### src/rtl/mbsl_pkg.sv
// ----------------------------------------------------------------------------
// mbsl_pkg - shared types and constants for the slot lock manager
// Operation and status codes, payload widths, controller state and commands.
// ----------------------------------------------------------------------------
`default_nettype none

package mbsl_pkg;

  // default sizing
  localparam int SLOT_COUNT_DEF  = 8;
  localparam int ENTRY_COUNT_DEF = 4;
  localparam int MAX_READERS_DEF = 15;

  // fixed payload widths
  localparam int OP_W     = 2;
  localparam int HANDLE_W = 3;
  localparam int STATUS_W = 2;
  localparam int GSLOT_W  = 3;
  localparam int RENTRY_W = 2;

  typedef enum logic [OP_W-1:0] {
    OP_RD_ACQ = 2'd0,
    OP_RD_REL = 2'd1,
    OP_WR_ACQ = 2'd2,
    OP_WR_REL = 2'd3
  } op_t;

  typedef enum logic [STATUS_W-1:0] {
    ST_OK        = 2'd0,
    ST_FULL      = 2'd1,
    ST_NONE_FREE = 2'd2,
    ST_NOT_HELD  = 2'd3
  } status_t;

  typedef enum logic {
    CTL_EMPTY = 1'b0,
    CTL_FULL  = 1'b1
  } ctl_state_t;

  typedef struct packed {
    logic load;
  } mbsl_cmd_t;

endpackage

`default_nettype wire

### src/rtl/mbsl_if.sv
// ----------------------------------------------------------------------------
// mbsl_if - request and result channels of the slot lock manager
// Valid/ready channels; a word moves when valid and ready are both high.
// ----------------------------------------------------------------------------
`default_nettype none

interface mbsl_req_if;
  import mbsl_pkg::*;

  logic                valid;
  logic                ready;
  logic [OP_W-1:0]     operation;
  logic [HANDLE_W-1:0] handle;

  modport source (output valid, output operation, output handle, input ready);
  modport sink   (input valid, input operation, input handle, output ready);
endinterface

interface mbsl_rsp_if;
  import mbsl_pkg::*;

  logic                valid;
  logic                ready;
  logic [STATUS_W-1:0] status;
  logic [GSLOT_W-1:0]  granted_slot;
  logic [RENTRY_W-1:0] reader_entry;

  modport source (output valid, output status, output granted_slot,
                  output reader_entry, input ready);
  modport sink   (input valid, input status, input granted_slot,
                  input reader_entry, output ready);
endinterface

`default_nettype wire

### src/rtl/mbsl_ctrl.sv
// ----------------------------------------------------------------------------
// mbsl_ctrl - handshake controller
// Tracks whether the result register holds a word and issues the load command.
// ----------------------------------------------------------------------------
`default_nettype none

module mbsl_ctrl (
  input  wire logic               clk,
  input  wire logic               rst_n,
  input  wire logic               in_valid,
  output logic                    in_ready,
  output logic                    out_valid,
  input  wire logic               out_ready,
  output mbsl_pkg::mbsl_cmd_t     cmd
);
  import mbsl_pkg::*;

  ctl_state_t state_r;
  ctl_state_t state_nxt;

  always_ff @(posedge clk) begin
    if (!rst_n) begin
      state_r <= CTL_EMPTY;
    end else begin
      state_r <= state_nxt;
    end
  end

  always_comb begin
    state_nxt = state_r;
    in_ready  = 1'b0;
    out_valid = 1'b0;
    cmd.load  = 1'b0;
    case (state_r)
      CTL_EMPTY: begin
        in_ready = 1'b1;
        cmd.load = in_valid;
        if (in_valid) begin
          state_nxt = CTL_FULL;
        end
      end
      CTL_FULL: begin
        out_valid = 1'b1;
        // a word leaving frees the register for the next request
        in_ready  = out_ready;
        cmd.load  = in_valid && out_ready;
        if (out_ready && !in_valid) begin
          state_nxt = CTL_EMPTY;
        end
      end
      default: begin
        state_nxt = CTL_EMPTY;
      end
    endcase
  end

endmodule

`default_nettype wire

### src/rtl/mbsl_datapath.sv
// ----------------------------------------------------------------------------
// mbsl_datapath - lock state and result register
// Holds latest slot, writer mask and reader entries; decides each request.
// ----------------------------------------------------------------------------
`default_nettype none

module mbsl_datapath #(
  parameter int SLOT_COUNT  = mbsl_pkg::SLOT_COUNT_DEF,
  parameter int ENTRY_COUNT = mbsl_pkg::ENTRY_COUNT_DEF,
  parameter int MAX_READERS = mbsl_pkg::MAX_READERS_DEF
) (
  input  wire logic                           clk,
  input  wire logic                           rst_n,
  input  wire mbsl_pkg::mbsl_cmd_t            cmd,
  input  wire logic [mbsl_pkg::OP_W-1:0]      operation,
  input  wire logic [mbsl_pkg::HANDLE_W-1:0]  handle,
  output logic      [mbsl_pkg::STATUS_W-1:0]  status,
  output logic      [mbsl_pkg::GSLOT_W-1:0]   granted_slot,
  output logic      [mbsl_pkg::RENTRY_W-1:0]  reader_entry
);
  import mbsl_pkg::*;

  localparam int SLOT_W  = $clog2(SLOT_COUNT);
  localparam int ENTRY_W = (ENTRY_COUNT > 1) ? $clog2(ENTRY_COUNT) : 1;
  localparam int CNT_W   = $clog2(MAX_READERS + 1);

  logic [SLOT_W-1:0]     latest_r,  latest_nxt;
  logic [SLOT_COUNT-1:0] busy_r,    busy_nxt;
  logic [CNT_W-1:0]      cnt_r     [ENTRY_COUNT];
  logic [CNT_W-1:0]      cnt_nxt   [ENTRY_COUNT];
  logic [SLOT_W-1:0]     eslot_r   [ENTRY_COUNT];
  logic [SLOT_W-1:0]     eslot_nxt [ENTRY_COUNT];

  logic [STATUS_W-1:0]   status_r,  status_nxt;
  logic [GSLOT_W-1:0]    gslot_r,   gslot_nxt;
  logic [RENTRY_W-1:0]   rentry_r,  rentry_nxt;

  // entry search
  logic                  any_hit, any_free;
  logic [ENTRY_W-1:0]    hit_idx, free_idx;
  // write slot search
  logic [SLOT_COUNT-1:0] excluded, avail;
  logic                  any_avail;
  logic [SLOT_W-1:0]     wr_idx;
  // releases
  logic                  rd_rel_ok, wr_rel_ok;
  logic [ENTRY_W-1:0]    rel_entry;
  logic [SLOT_W-1:0]     rel_slot;

  always_comb begin
    any_hit  = 1'b0;
    hit_idx  = '0;
    // walk down so the lowest matching entry wins
    for (int e = ENTRY_COUNT - 1; e >= 0; e--) begin
      if (eslot_r[e] == latest_r) begin
        any_hit = 1'b1;
        hit_idx = ENTRY_W'(e);
      end
    end
    any_free = 1'b0;
    free_idx = '0;
    // walk up so the highest free entry wins
    for (int e = 0; e < ENTRY_COUNT; e++) begin
      if (cnt_r[e] == '0) begin
        any_free = 1'b1;
        free_idx = ENTRY_W'(e);
      end
    end
  end

  always_comb begin
    excluded = busy_r;
    for (int e = 0; e < ENTRY_COUNT; e++) begin
      if (cnt_r[e] != '0) begin
        excluded = excluded | (SLOT_COUNT'(1) << eslot_r[e]);
      end
    end
    excluded  = excluded | (SLOT_COUNT'(1) << latest_r);
    avail     = ~excluded;
    any_avail = |avail;
    wr_idx    = '0;
    for (int s = 0; s < SLOT_COUNT; s++) begin
      if (avail[s]) begin
        wr_idx = SLOT_W'(s);
      end
    end
  end

  always_comb begin
    rel_entry = handle[ENTRY_W-1:0];
    rel_slot  = SLOT_W'(handle);
    rd_rel_ok = 1'b0;
    wr_rel_ok = 1'b0;
    if (int'(handle) < ENTRY_COUNT) begin
      rd_rel_ok = (cnt_r[rel_entry] != '0);
    end
    if (int'(handle) < SLOT_COUNT) begin
      wr_rel_ok = busy_r[rel_slot];
    end
  end

  always_comb begin
    latest_nxt = latest_r;
    busy_nxt   = busy_r;
    cnt_nxt    = cnt_r;
    eslot_nxt  = eslot_r;
    status_nxt = ST_OK;
    gslot_nxt  = '0;
    rentry_nxt = '0;
    case (op_t'(operation))
      OP_RD_ACQ: begin
        if (any_hit) begin
          if (cnt_r[hit_idx] >= CNT_W'(MAX_READERS)) begin
            status_nxt = ST_FULL;
          end else begin
            cnt_nxt[hit_idx] = cnt_r[hit_idx] + CNT_W'(1);
            gslot_nxt        = GSLOT_W'(latest_r);
            rentry_nxt       = RENTRY_W'(hit_idx);
          end
        end else if (any_free) begin
          cnt_nxt[free_idx]   = CNT_W'(1);
          eslot_nxt[free_idx] = latest_r;
          gslot_nxt           = GSLOT_W'(latest_r);
          rentry_nxt          = RENTRY_W'(free_idx);
        end else begin
          status_nxt = ST_NONE_FREE;
        end
      end
      OP_RD_REL: begin
        if (rd_rel_ok) begin
          cnt_nxt[rel_entry] = cnt_r[rel_entry] - CNT_W'(1);
        end else begin
          status_nxt = ST_NOT_HELD;
        end
      end
      OP_WR_ACQ: begin
        if (any_avail) begin
          busy_nxt[wr_idx] = 1'b1;
          gslot_nxt        = GSLOT_W'(wr_idx);
        end else begin
          status_nxt = ST_NONE_FREE;
        end
      end
      OP_WR_REL: begin
        if (wr_rel_ok) begin
          busy_nxt[rel_slot] = 1'b0;
          latest_nxt         = rel_slot;
        end else begin
          status_nxt = ST_NOT_HELD;
        end
      end
      default: begin
        status_nxt = ST_NOT_HELD;
      end
    endcase
  end

  always_ff @(posedge clk) begin
    if (!rst_n) begin
      latest_r <= '0;
      busy_r   <= '0;
      for (int e = 0; e < ENTRY_COUNT; e++) begin
        cnt_r[e]   <= '0;
        eslot_r[e] <= '0;
      end
    end else if (cmd.load) begin
      latest_r <= latest_nxt;
      busy_r   <= busy_nxt;
      cnt_r    <= cnt_nxt;
      eslot_r  <= eslot_nxt;
    end
  end

  // result word, held until the next load
  always_ff @(posedge clk) begin
    if (cmd.load) begin
      status_r <= status_nxt;
      gslot_r  <= gslot_nxt;
      rentry_r <= rentry_nxt;
    end
  end

  assign status       = status_r;
  assign granted_slot = gslot_r;
  assign reader_entry = rentry_r;

endmodule

`default_nettype wire

### src/rtl/multi_buffer_slot_lock_manager.sv
// ----------------------------------------------------------------------------
// multi_buffer_slot_lock_manager - reader/writer lock manager for buffer slots
// Result: the result word is valid in the cycle after its request is taken.
// Throughput: one request per cycle while result words are taken; the result register
//   lets the next request in while the current word is taken, and holds it off while not.
// Reset: synchronous rst_n clears latest slot, writer mask and all reader
//   entries at once; no clearing pass.
// ----------------------------------------------------------------------------
`default_nettype none

module multi_buffer_slot_lock_manager #(
  parameter int SLOT_COUNT  = mbsl_pkg::SLOT_COUNT_DEF,
  parameter int ENTRY_COUNT = mbsl_pkg::ENTRY_COUNT_DEF,
  parameter int MAX_READERS = mbsl_pkg::MAX_READERS_DEF
) (
  input  wire logic  clk,
  input  wire logic  rst_n,
  mbsl_req_if.sink   in_chan,
  mbsl_rsp_if.source out_chan
);
  import mbsl_pkg::*;

  mbsl_cmd_t cmd;

  mbsl_ctrl u_ctrl (
    .clk       (clk),
    .rst_n     (rst_n),
    .in_valid  (in_chan.valid),
    .in_ready  (in_chan.ready),
    .out_valid (out_chan.valid),
    .out_ready (out_chan.ready),
    .cmd       (cmd)
  );

  mbsl_datapath #(
    .SLOT_COUNT  (SLOT_COUNT),
    .ENTRY_COUNT (ENTRY_COUNT),
    .MAX_READERS (MAX_READERS)
  ) u_datapath (
    .clk          (clk),
    .rst_n        (rst_n),
    .cmd          (cmd),
    .operation    (in_chan.operation),
    .handle       (in_chan.handle),
    .status       (out_chan.status),
    .granted_slot (out_chan.granted_slot),
    .reader_entry (out_chan.reader_entry)
  );

endmodule

`default_nettype wire

### src/flat_wrapper.sv
// flat-port wrapper written by rule: the top's interface ports become plain ports
module multi_buffer_slot_lock_manager_flat import mbsl_pkg::*;
#(
  parameter int SLOT_COUNT  = mbsl_pkg::SLOT_COUNT_DEF,
  parameter int ENTRY_COUNT = mbsl_pkg::ENTRY_COUNT_DEF,
  parameter int MAX_READERS = mbsl_pkg::MAX_READERS_DEF
)
  (clk, rst_n, in_chan_valid, in_chan_operation, in_chan_handle, in_chan_ready, out_chan_valid, out_chan_status, out_chan_granted_slot, out_chan_reader_entry, out_chan_ready);
  mbsl_req_if in_chan_i ();
  mbsl_rsp_if out_chan_i ();
  input  wire logic clk;
  input  wire logic rst_n;
  input wire logic [$bits(in_chan_i.valid)-1:0] in_chan_valid;
  input wire logic [$bits(in_chan_i.operation)-1:0] in_chan_operation;
  input wire logic [$bits(in_chan_i.handle)-1:0] in_chan_handle;
  output wire logic [$bits(in_chan_i.ready)-1:0] in_chan_ready;
  output wire logic [$bits(out_chan_i.valid)-1:0] out_chan_valid;
  output wire logic [$bits(out_chan_i.status)-1:0] out_chan_status;
  output wire logic [$bits(out_chan_i.granted_slot)-1:0] out_chan_granted_slot;
  output wire logic [$bits(out_chan_i.reader_entry)-1:0] out_chan_reader_entry;
  input wire logic [$bits(out_chan_i.ready)-1:0] out_chan_ready;
  assign in_chan_i.valid = in_chan_valid;
  assign in_chan_i.operation = in_chan_operation;
  assign in_chan_i.handle = in_chan_handle;
  assign in_chan_ready = in_chan_i.ready;
  assign out_chan_valid = out_chan_i.valid;
  assign out_chan_status = out_chan_i.status;
  assign out_chan_granted_slot = out_chan_i.granted_slot;
  assign out_chan_reader_entry = out_chan_i.reader_entry;
  assign out_chan_i.ready = out_chan_ready;
  multi_buffer_slot_lock_manager #(.SLOT_COUNT(SLOT_COUNT), .ENTRY_COUNT(ENTRY_COUNT), .MAX_READERS(MAX_READERS)) u_core (.clk(clk), .rst_n(rst_n), .in_chan(in_chan_i), .out_chan(out_chan_i));
endmodule
### config.mk
export PLATFORM = sky130hd
export DESIGN_NAME = multi_buffer_slot_lock_manager_flat
export DESIGN_NICKNAME = d
export VERILOG_FILES = /design/src/rtl/mbsl_pkg.sv /design/src/rtl/mbsl_if.sv /design/src/rtl/mbsl_ctrl.sv /design/src/rtl/mbsl_datapath.sv /design/src/rtl/multi_buffer_slot_lock_manager.sv /design/src/flat_wrapper.sv
export SDC_FILE = /design/constraint.sdc
export NUM_CORES = 1
export LEC_CHECK = 0
export ABC_AREA = 0
export BUFFER_PORTS_ARGS = -buffer_cell sky130_fd_sc_hd__buf_2
export CAP_MARGIN = 15
export CORE_MARGIN = 2
export CORE_UTILIZATION = 45
export CTS_CLUSTER_SIZE = 28
export DETAILED_ROUTE_END_ITERATION = 16
export PLACE_DENSITY = 0.68
export SYNTH_ARGS = -nofsm -noshare
export SYNTH_HDL_FRONTEND = slang
export SYNTH_SLANG_ARGS = --single-unit
### constraint.sdc
create_clock -name clk -period 2.7 [get_ports clk]
set_input_delay 0.405 -clock clk [delete_from_list [all_inputs] [get_ports clk]]
set_output_delay 0.405 -clock clk [all_outputs]
set_load 0.01 [all_outputs]
Word level (Yosys, flattened, before mapping)

Cells that the tools add are included.

Bits in registers: 47
Output and inout port bits: 9
Bits of input ports: 9
Logic and storage cells: 166

Magnitude comparators: 12
Reductions and logical operators: 25
Shifts and indexed selects: 5
Muxes and demuxes: 79
Add/sub/neg operators: 2
Bitwise operators: 17
Equality and inequality tests: 12

Operators by type and width:

| kind                  | count |
|---|---|
| $mux W16              | 4 |
| $mux W8               | 6 |
| $or A8 B8 Y8          | 6 |
| $shl A1 B3 Y8 const A | 5 |
| $mux W3               | 11 |
| $bwmux W16            | 2 |
| $pmux W16 S2          | 1 |
| $mux W2               | 14 |
| $mux W4               | 7 |
| $demux W4 S2          | 3 |
| $reduce_bool A4 Y1    | 5 |
| $mux W1               | 18 |
| $bmux W4 S2           | 2 |
| $logic_not A4 Y1      | 4 |
| $not A8 Y8            | 2 |
| $pmux W8 S2           | 1 |
| $and A12 B12 Y12      | 1 |
| $bwmux W12            | 1 |
| $eq A3 B3 Y1          | 4 |
| $not A12 Y12          | 1 |
| $ge A3 B3 Y1 const B  | 3 |
| $lt A3 B1 Y1 const B  | 3 |
| $not A2 Y3            | 3 |
| $and A8 B8 Y8         | 1 |
| other kinds (26)      | 44 |

Logic depth before layout (Yosys ltp)

Depth in word-level cells: 25
Mapped depth: 14
Mapped depth without buffers: 11

Modules after synthesis

From an unflattened synthesis, not the netlist that was laid out.

Cells, all modules: 432
Area, all modules: 3602.2 µm²

By module, submodules not included:

| module        | times used | cells each | area an instance (µm²) |
|---|---|---|---|
| mbsl_datapath | 1          | 427        | 3544.6 |
| mbsl_ctrl     | 1          | 5          | 57.6 |

Worst setup path after synthesis

OpenSTA, ideal clock, no wires.

Path kind: reg-to-reg
From: register u_core.u_datapath.latest_r[0]
To: register u_core.u_datapath.gslot_r[1] (netlist: u_core.u_datapath.granted_slot[1]), data pin
Path buffers: 2
Setup slack: -0.219 ns
Data required time: 2.444 ns
Library setup time: 0.256 ns
Data arrival time: 2.663 ns
Cell stages (with the launch flop): 12
Cells stage by stage: dfxtp_1 > buf_6 > xor2_1 > or3_1 > buf_2 > a31oi_4 > o22a_1 > nor2b_1 > ha_1 > o2111ai_2 > o311a_1 > a22o_1

Word-level cells in the longest chain between the ends: 13

Ends and longest elaborated chain:

| item                                        | line                 | RTL |
|---|---|---|
| start: declaration                          | mbsl_datapath.sv:27  | `logic [SLOT_W-1:0] latest_r, latest_nxt;` |
| start signal: assignment                    | mbsl_datapath.sv:167 | `latest_r <= latest_nxt;` |
| $eq A3 B3 Y1                                | mbsl_datapath.sv:55  | `if (eslot_r[e] == latest_r) begin` |
| $mux W2 (4 in series)                       | mbsl_datapath.sv:55  |  |
| $not A2 Y3 (implied by the code)            | mbsl_datapath.sv:113 | `if (cnt_r[hit_idx] >= CNT_W'(MAX_READERS)) begin` |
| $bmux W4 S2                                 | mbsl_datapath.sv:113 |  |
| $mux W4 (implied by the code) (2 in series) | mbsl_datapath.sv:113 |  |
| $ge A4 B4 Y1                                | mbsl_datapath.sv:113 |  |
| $mux W3                                     | mbsl_datapath.sv:113 |  |
| $mux W3                                     | mbsl_datapath.sv:112 | `if (any_hit) begin` |
| $pmux W3 S2 (*)                             | mbsl_datapath.sv:110 | `case (op_t'(operation))` |
| end signal: assignment                      | mbsl_datapath.sv:178 | `gslot_r <= gslot_nxt;` |
| end: declaration                            | mbsl_datapath.sv:35  | `logic [GSLOT_W-1:0] gslot_r, gslot_nxt;` |

Every way passes the cells marked *; elsewhere a longest branch is shown, timed or not. The select of a mux whose other input is x is not followed.
A chain may end at the register's enable or synchronous reset.

Worst setup path after layout

From: register u_core.u_datapath.latest_r[0]
To: register u_core.u_datapath.cnt_r[0] (netlist name)

Word-level cells in the longest chain between the ends: 14

Ends and longest elaborated chain:

| item                                                                        | line                                       | RTL |
|---|---|---|
| $eq A3 B3 Y1                                                                | mbsl_datapath.sv:55                        |  |
| $mux W2 (4 in series)                                                       | mbsl_datapath.sv:55                        |  |
| $not A2 Y3 (implied by the code)                                            | mbsl_datapath.sv:113, mbsl_datapath.sv:116 |  |
| $bmux W4 S2, or another cell as far along                                   | mbsl_datapath.sv:113, mbsl_datapath.sv:116 |  |
| $mux W4 (implied by the code) / $logic_and A1 B1 Y1 (equally long branches) | mbsl_datapath.sv:113, mbsl_datapath.sv:116 |  |
| $mux W4, on equally long branches                                           | mbsl_datapath.sv:113, mbsl_datapath.sv:116 |  |
| $add A4 B1 Y4 / $demux W4 S2 (equally long branches)                        | mbsl_datapath.sv:116                       | `cnt_nxt[hit_idx] = cnt_r[hit_idx] + CNT_W'(1);` |
| $bwmux W16                                                                  | mbsl_datapath.sv:116                       |  |
| $mux W16                                                                    | mbsl_datapath.sv:113                       |  |
| $mux W16                                                                    | mbsl_datapath.sv:112                       |  |
| $pmux W16 S2                                                                | mbsl_datapath.sv:110                       |  |
| end signal: assignment                                                      | mbsl_datapath.sv:169                       | `cnt_r <= cnt_nxt;` |
| end: declaration                                                            | mbsl_datapath.sv:29                        | `logic [CNT_W-1:0] cnt_r [ENTRY_COUNT];` |

Parallel ways exist; a longest one is shown, timed or not. The select of a mux whose other input is x is not followed.

==> results.py <==
metrics = {
    "worst_setup_path": {
        "startpoint_type": "flop",
        "crit_path_max_fanout": 8,
        "critPathRequiredTime_ns": 2.91,
        "reg2reg_depth": 11,
        "cpPeakStageDelay_ns": 0.44,
        "cpMostUsedCell": "buf_4",
        "crit_start": "u_core.u_datapath.latest_r[0]",
        "crit_path_top_delay_cell": "or3_4",
        "arrival_ns": 2.95,
        "critPathCaptureType": "flop",
        "crit_type": "flop to flop",
        "reg2reg_from": "u_core.u_datapath.latest_r[0]",
        "path_cells": "xor2_4, or3_4, buf_4, buf_4, or3_1, o2111ai_2, o21ai_4, buf_4, a21oi_4, o221ai_1, o211a_1",
    },
    "finish": {
        "final_util_pct": 63.0,
        "syn_to_final_growth_pct": 36.2,
        "drive_gt1_share_pct": 35.5,
        "fillers": 662,
        "layout.nets": 545,
        "instances_no_fill": 638,
        "fin_area_um2": 4870,
    },
    "job": {
        "maxCapViolCount": 0,
    },
    "synth": {
        "syn_inst": 443,
        "synth-async-reset-ratio_pct": 0,
        "yosys.area_share.adder_pct": 0.700,
        "yosys.area_share.simple_pct": 28.7,
        "synthMuxAreaShare_pct": 6.93,
        "synth_top_family_by_area": "simple AND/OR/NAND/NOR gates",
        "yosys.area.top_type": "dfxtp_1",
        "synth_flop_cell": "dfxtp_1",
        "synth-compound-area-share_pct": 25.8,
        "synth_most_common_cell": "nor2_1",
        "synth-xor-area-share_pct": 4.41,
        "ys_seq_elements": 47,
        "synth.distinct_cells": 72,
        "syn_nets": 454,
        "ys_warn_count": 0,
        "synth_edf_count": 7,
        "synth_area_per_cell_um2": 8.07,
        "syn-cell-area_um2": 3570,
        "seq_area_frac_synth_pct": 28.3,
        "yosys-top-cells-count": "nor2_1 (47), dfxtp_1 (40), nand2_1 (38), a21oi_1 (20), nand3_1 (20)",
        "yosys-top-cells-area": "dfxtp_1 (22%), edfxtp_1 (5.9%), nor2_1 (4.9%)",
        "yosysTopAreaCellShare_pct": 22.4,
    },
    "routing": {
        "remaining_drc_errors": 0,
        "first_iter_violations": 460,
        "ant_nets": 0,
        "totalWireLength_mm": 13.4,
        "vias": 4088,
        "drt-pass1-iter-count": 5,
        "vias_per_cell": 6.41,
        "wl_per_cell_um": 21.1,
    },
    "worst_hold_path": {
        "hold_class": "input pin to flop",
        "hold_path_depth": 3,
        "worstHoldStart": "in_chan_valid",
    },
    "floorplan": {
        "die_area_um2": 8670,
        "dieWidth_um": 93.1,
        "ios": 18,
        "die_h_um": 93.1,
        "initial_core_util_pct": 46.2,
        "rows": 32,
        "coreArea_um2": 7730,
    },
    "sta": {
        "fin_setup_tns_ns": -0.165,
        "fin_hold_ws_ns": 0.360,
        "final.setup.worst_slack_ns": -0.0398,
        "worst_pin_slew_ns": 0.485,
        "final_hold_viol_count": 0,
        "max_freq_mhz": 365,
        "slew_headroom_pct": 66.8,
        "slew_viol_final": 0,
        "fin_worst_skew_ns": 0.00844,
        "rsz0062_at_grt": "yes",
        "final.min_clock_period_ns": 2.74,
        "finalCritPeriodShare_pct": 101,
        "finalSetupViolCount": 7,
    },
    "global_routing": {
        "grtUsageTotal_pct": 30.6,
        "grt_pass1_wl_mm": 20.4,
        "grt_pass1_vias": 3770,
        "grt_overflow": 0,
        "antenna_found_initial": 1,
        "grt_max_degree": 25,
    },
    "status": {
        "status": "finished, violations left",
        "violations": "negative setup slack",
    },
    "power_and_ir_drop": {
        "power.leakage_nw": 1.82,
        "p_per_area_nw_per_um2": 318,
        "vdd_ir_drop_max_v": 0.000246,
        "finalPower_mw": 1.55,
    },
    "placed_design": {
        "gp_congestion": 0.966,
        "port_buffers": 17,
        "preCtsSetupSlack_ns": -0.323,
        "dp_cells": 617,
        "dpl.hpwl_mm": 10.1,
        "place_area_um2": 4350,
    },
    "clocking": {
        "cts_buffers": 5,
        "cts_root_buffer": "clkbuf_8",
        "clockBufferDepth": 2,
        "cts_sinks": 47,
        "cts_tree": "yes",
        "insertion_delay_ns": 0.31,
        "h-tree-depth": 2,
        "path_clk_slew_ns": 0.09,
    },
}
==> cell families (layout without fill, tap and decap cells) <==
logic type	after synthesis	after routing
buf+inv	40	132
simple gates	195	195
flops	47	47
compound gates	124	124
xor+xnor	18	18
mux	17	17
fa+ha+maj	2	2
other cells	0	1
==> report_power, final <==
group	internal (mW)	switching, mW	total [mW]
clock	0.371	0.258	0.629
sequential	0.718	0.00664	0.725
combinational	0.0814	0.114	0.196
total	1.17	0.379	1.55
==> sequential cells by signal, summed over array words and instances, names as in the netlist <==
| signal | cells |
|---|---|
| u_core.u_datapath.reader_entry | 2 |
| u_core.u_datapath.granted_slot | 3 |
| u_core.u_datapath.cnt_r | 16 |
| u_core.u_datapath.status | 2 |
| u_core.u_ctrl.state_r | 1 |
| u_core.u_datapath.busy_r | 8 |
| u_core.u_datapath.eslot_r | 12 |
| u_core.u_datapath.latest_r | 3 |
==> path summary, 6_finish.rpt <==
check / slack, ns / end
setup / recovery: -0.04 / u_core.u_datapath.cnt_r[0]
hold / removal: 0.36 / u_core.u_ctrl.state_r
setup reg to reg: -0.04 / u_core.u_datapath.cnt_r[0]
hold reg to reg: 0.52 / u_core.u_datapath.busy_r[5]
==> worst max-delay path, delay by kind of cell, from the launching register on <==
family	cells	cell delay [ns]
AO/OA/AOI/OAI	5	0.81
XOR/XNOR	1	0.17
buffers and inverters	3	0.47
flip-flops	1	0.39
AND/OR/NAND/NOR	2	0.79
==> metal layers <==
layer	wire length, um	vias up	GRT usage, %
li1	-	1868	-
met1	5410	1933	41.1
met2	6210	253	47.9
met3	1380	34	7.57
met4	440	0	10.9
met5	0	-	0
==> area by class of cell <==
type	count	area [um^2]	share of cell area, %
antenna	1	2.50	0.0514
clock inverter	2	60.1	1.23
multi-input combinational	356	2710	55.7
timing repair buffer	113	826	17.0
clock buffer	6	72.6	1.49
tap	102	128	2.62
sequential	47	1030	21.1
inverter	11	41.3	0.848
==> placed cells by master (no fill, tap or decap), types with 4 or more instances in the layout <==
master,instances
buf_4,93
nor2_1,46
nand2_1,37
dfxtp_1,34
a21oi_1,19
nand3_1,18
buf_2,17
o21ai_0,16
nor3_1,15
nand2b_1,14
inv_1,11
mux2i_1,9
or4_1,8
a31oi_1,8
nor4_1,7
o22ai_1,7
nor2b_1,7
edfxtp_1,7
mux4_2,6
o31ai_1,6
xnor2_1,5
clkbuf_8,5
xor2_2,4
or3_4,4
nand4_1,4
nor4_2,4
o221ai_1,4
o211a_1,4
==> timing repair <==
action                                  in CTS  in global routing
setup buffers                                8                  5
endpoints found under the setup margin      21                 26
hold buffers                                 0                  0
pin swaps                                   10                 12
resized for setup                           22                 34
No activity file was read; power rests on OpenSTA's default activity.
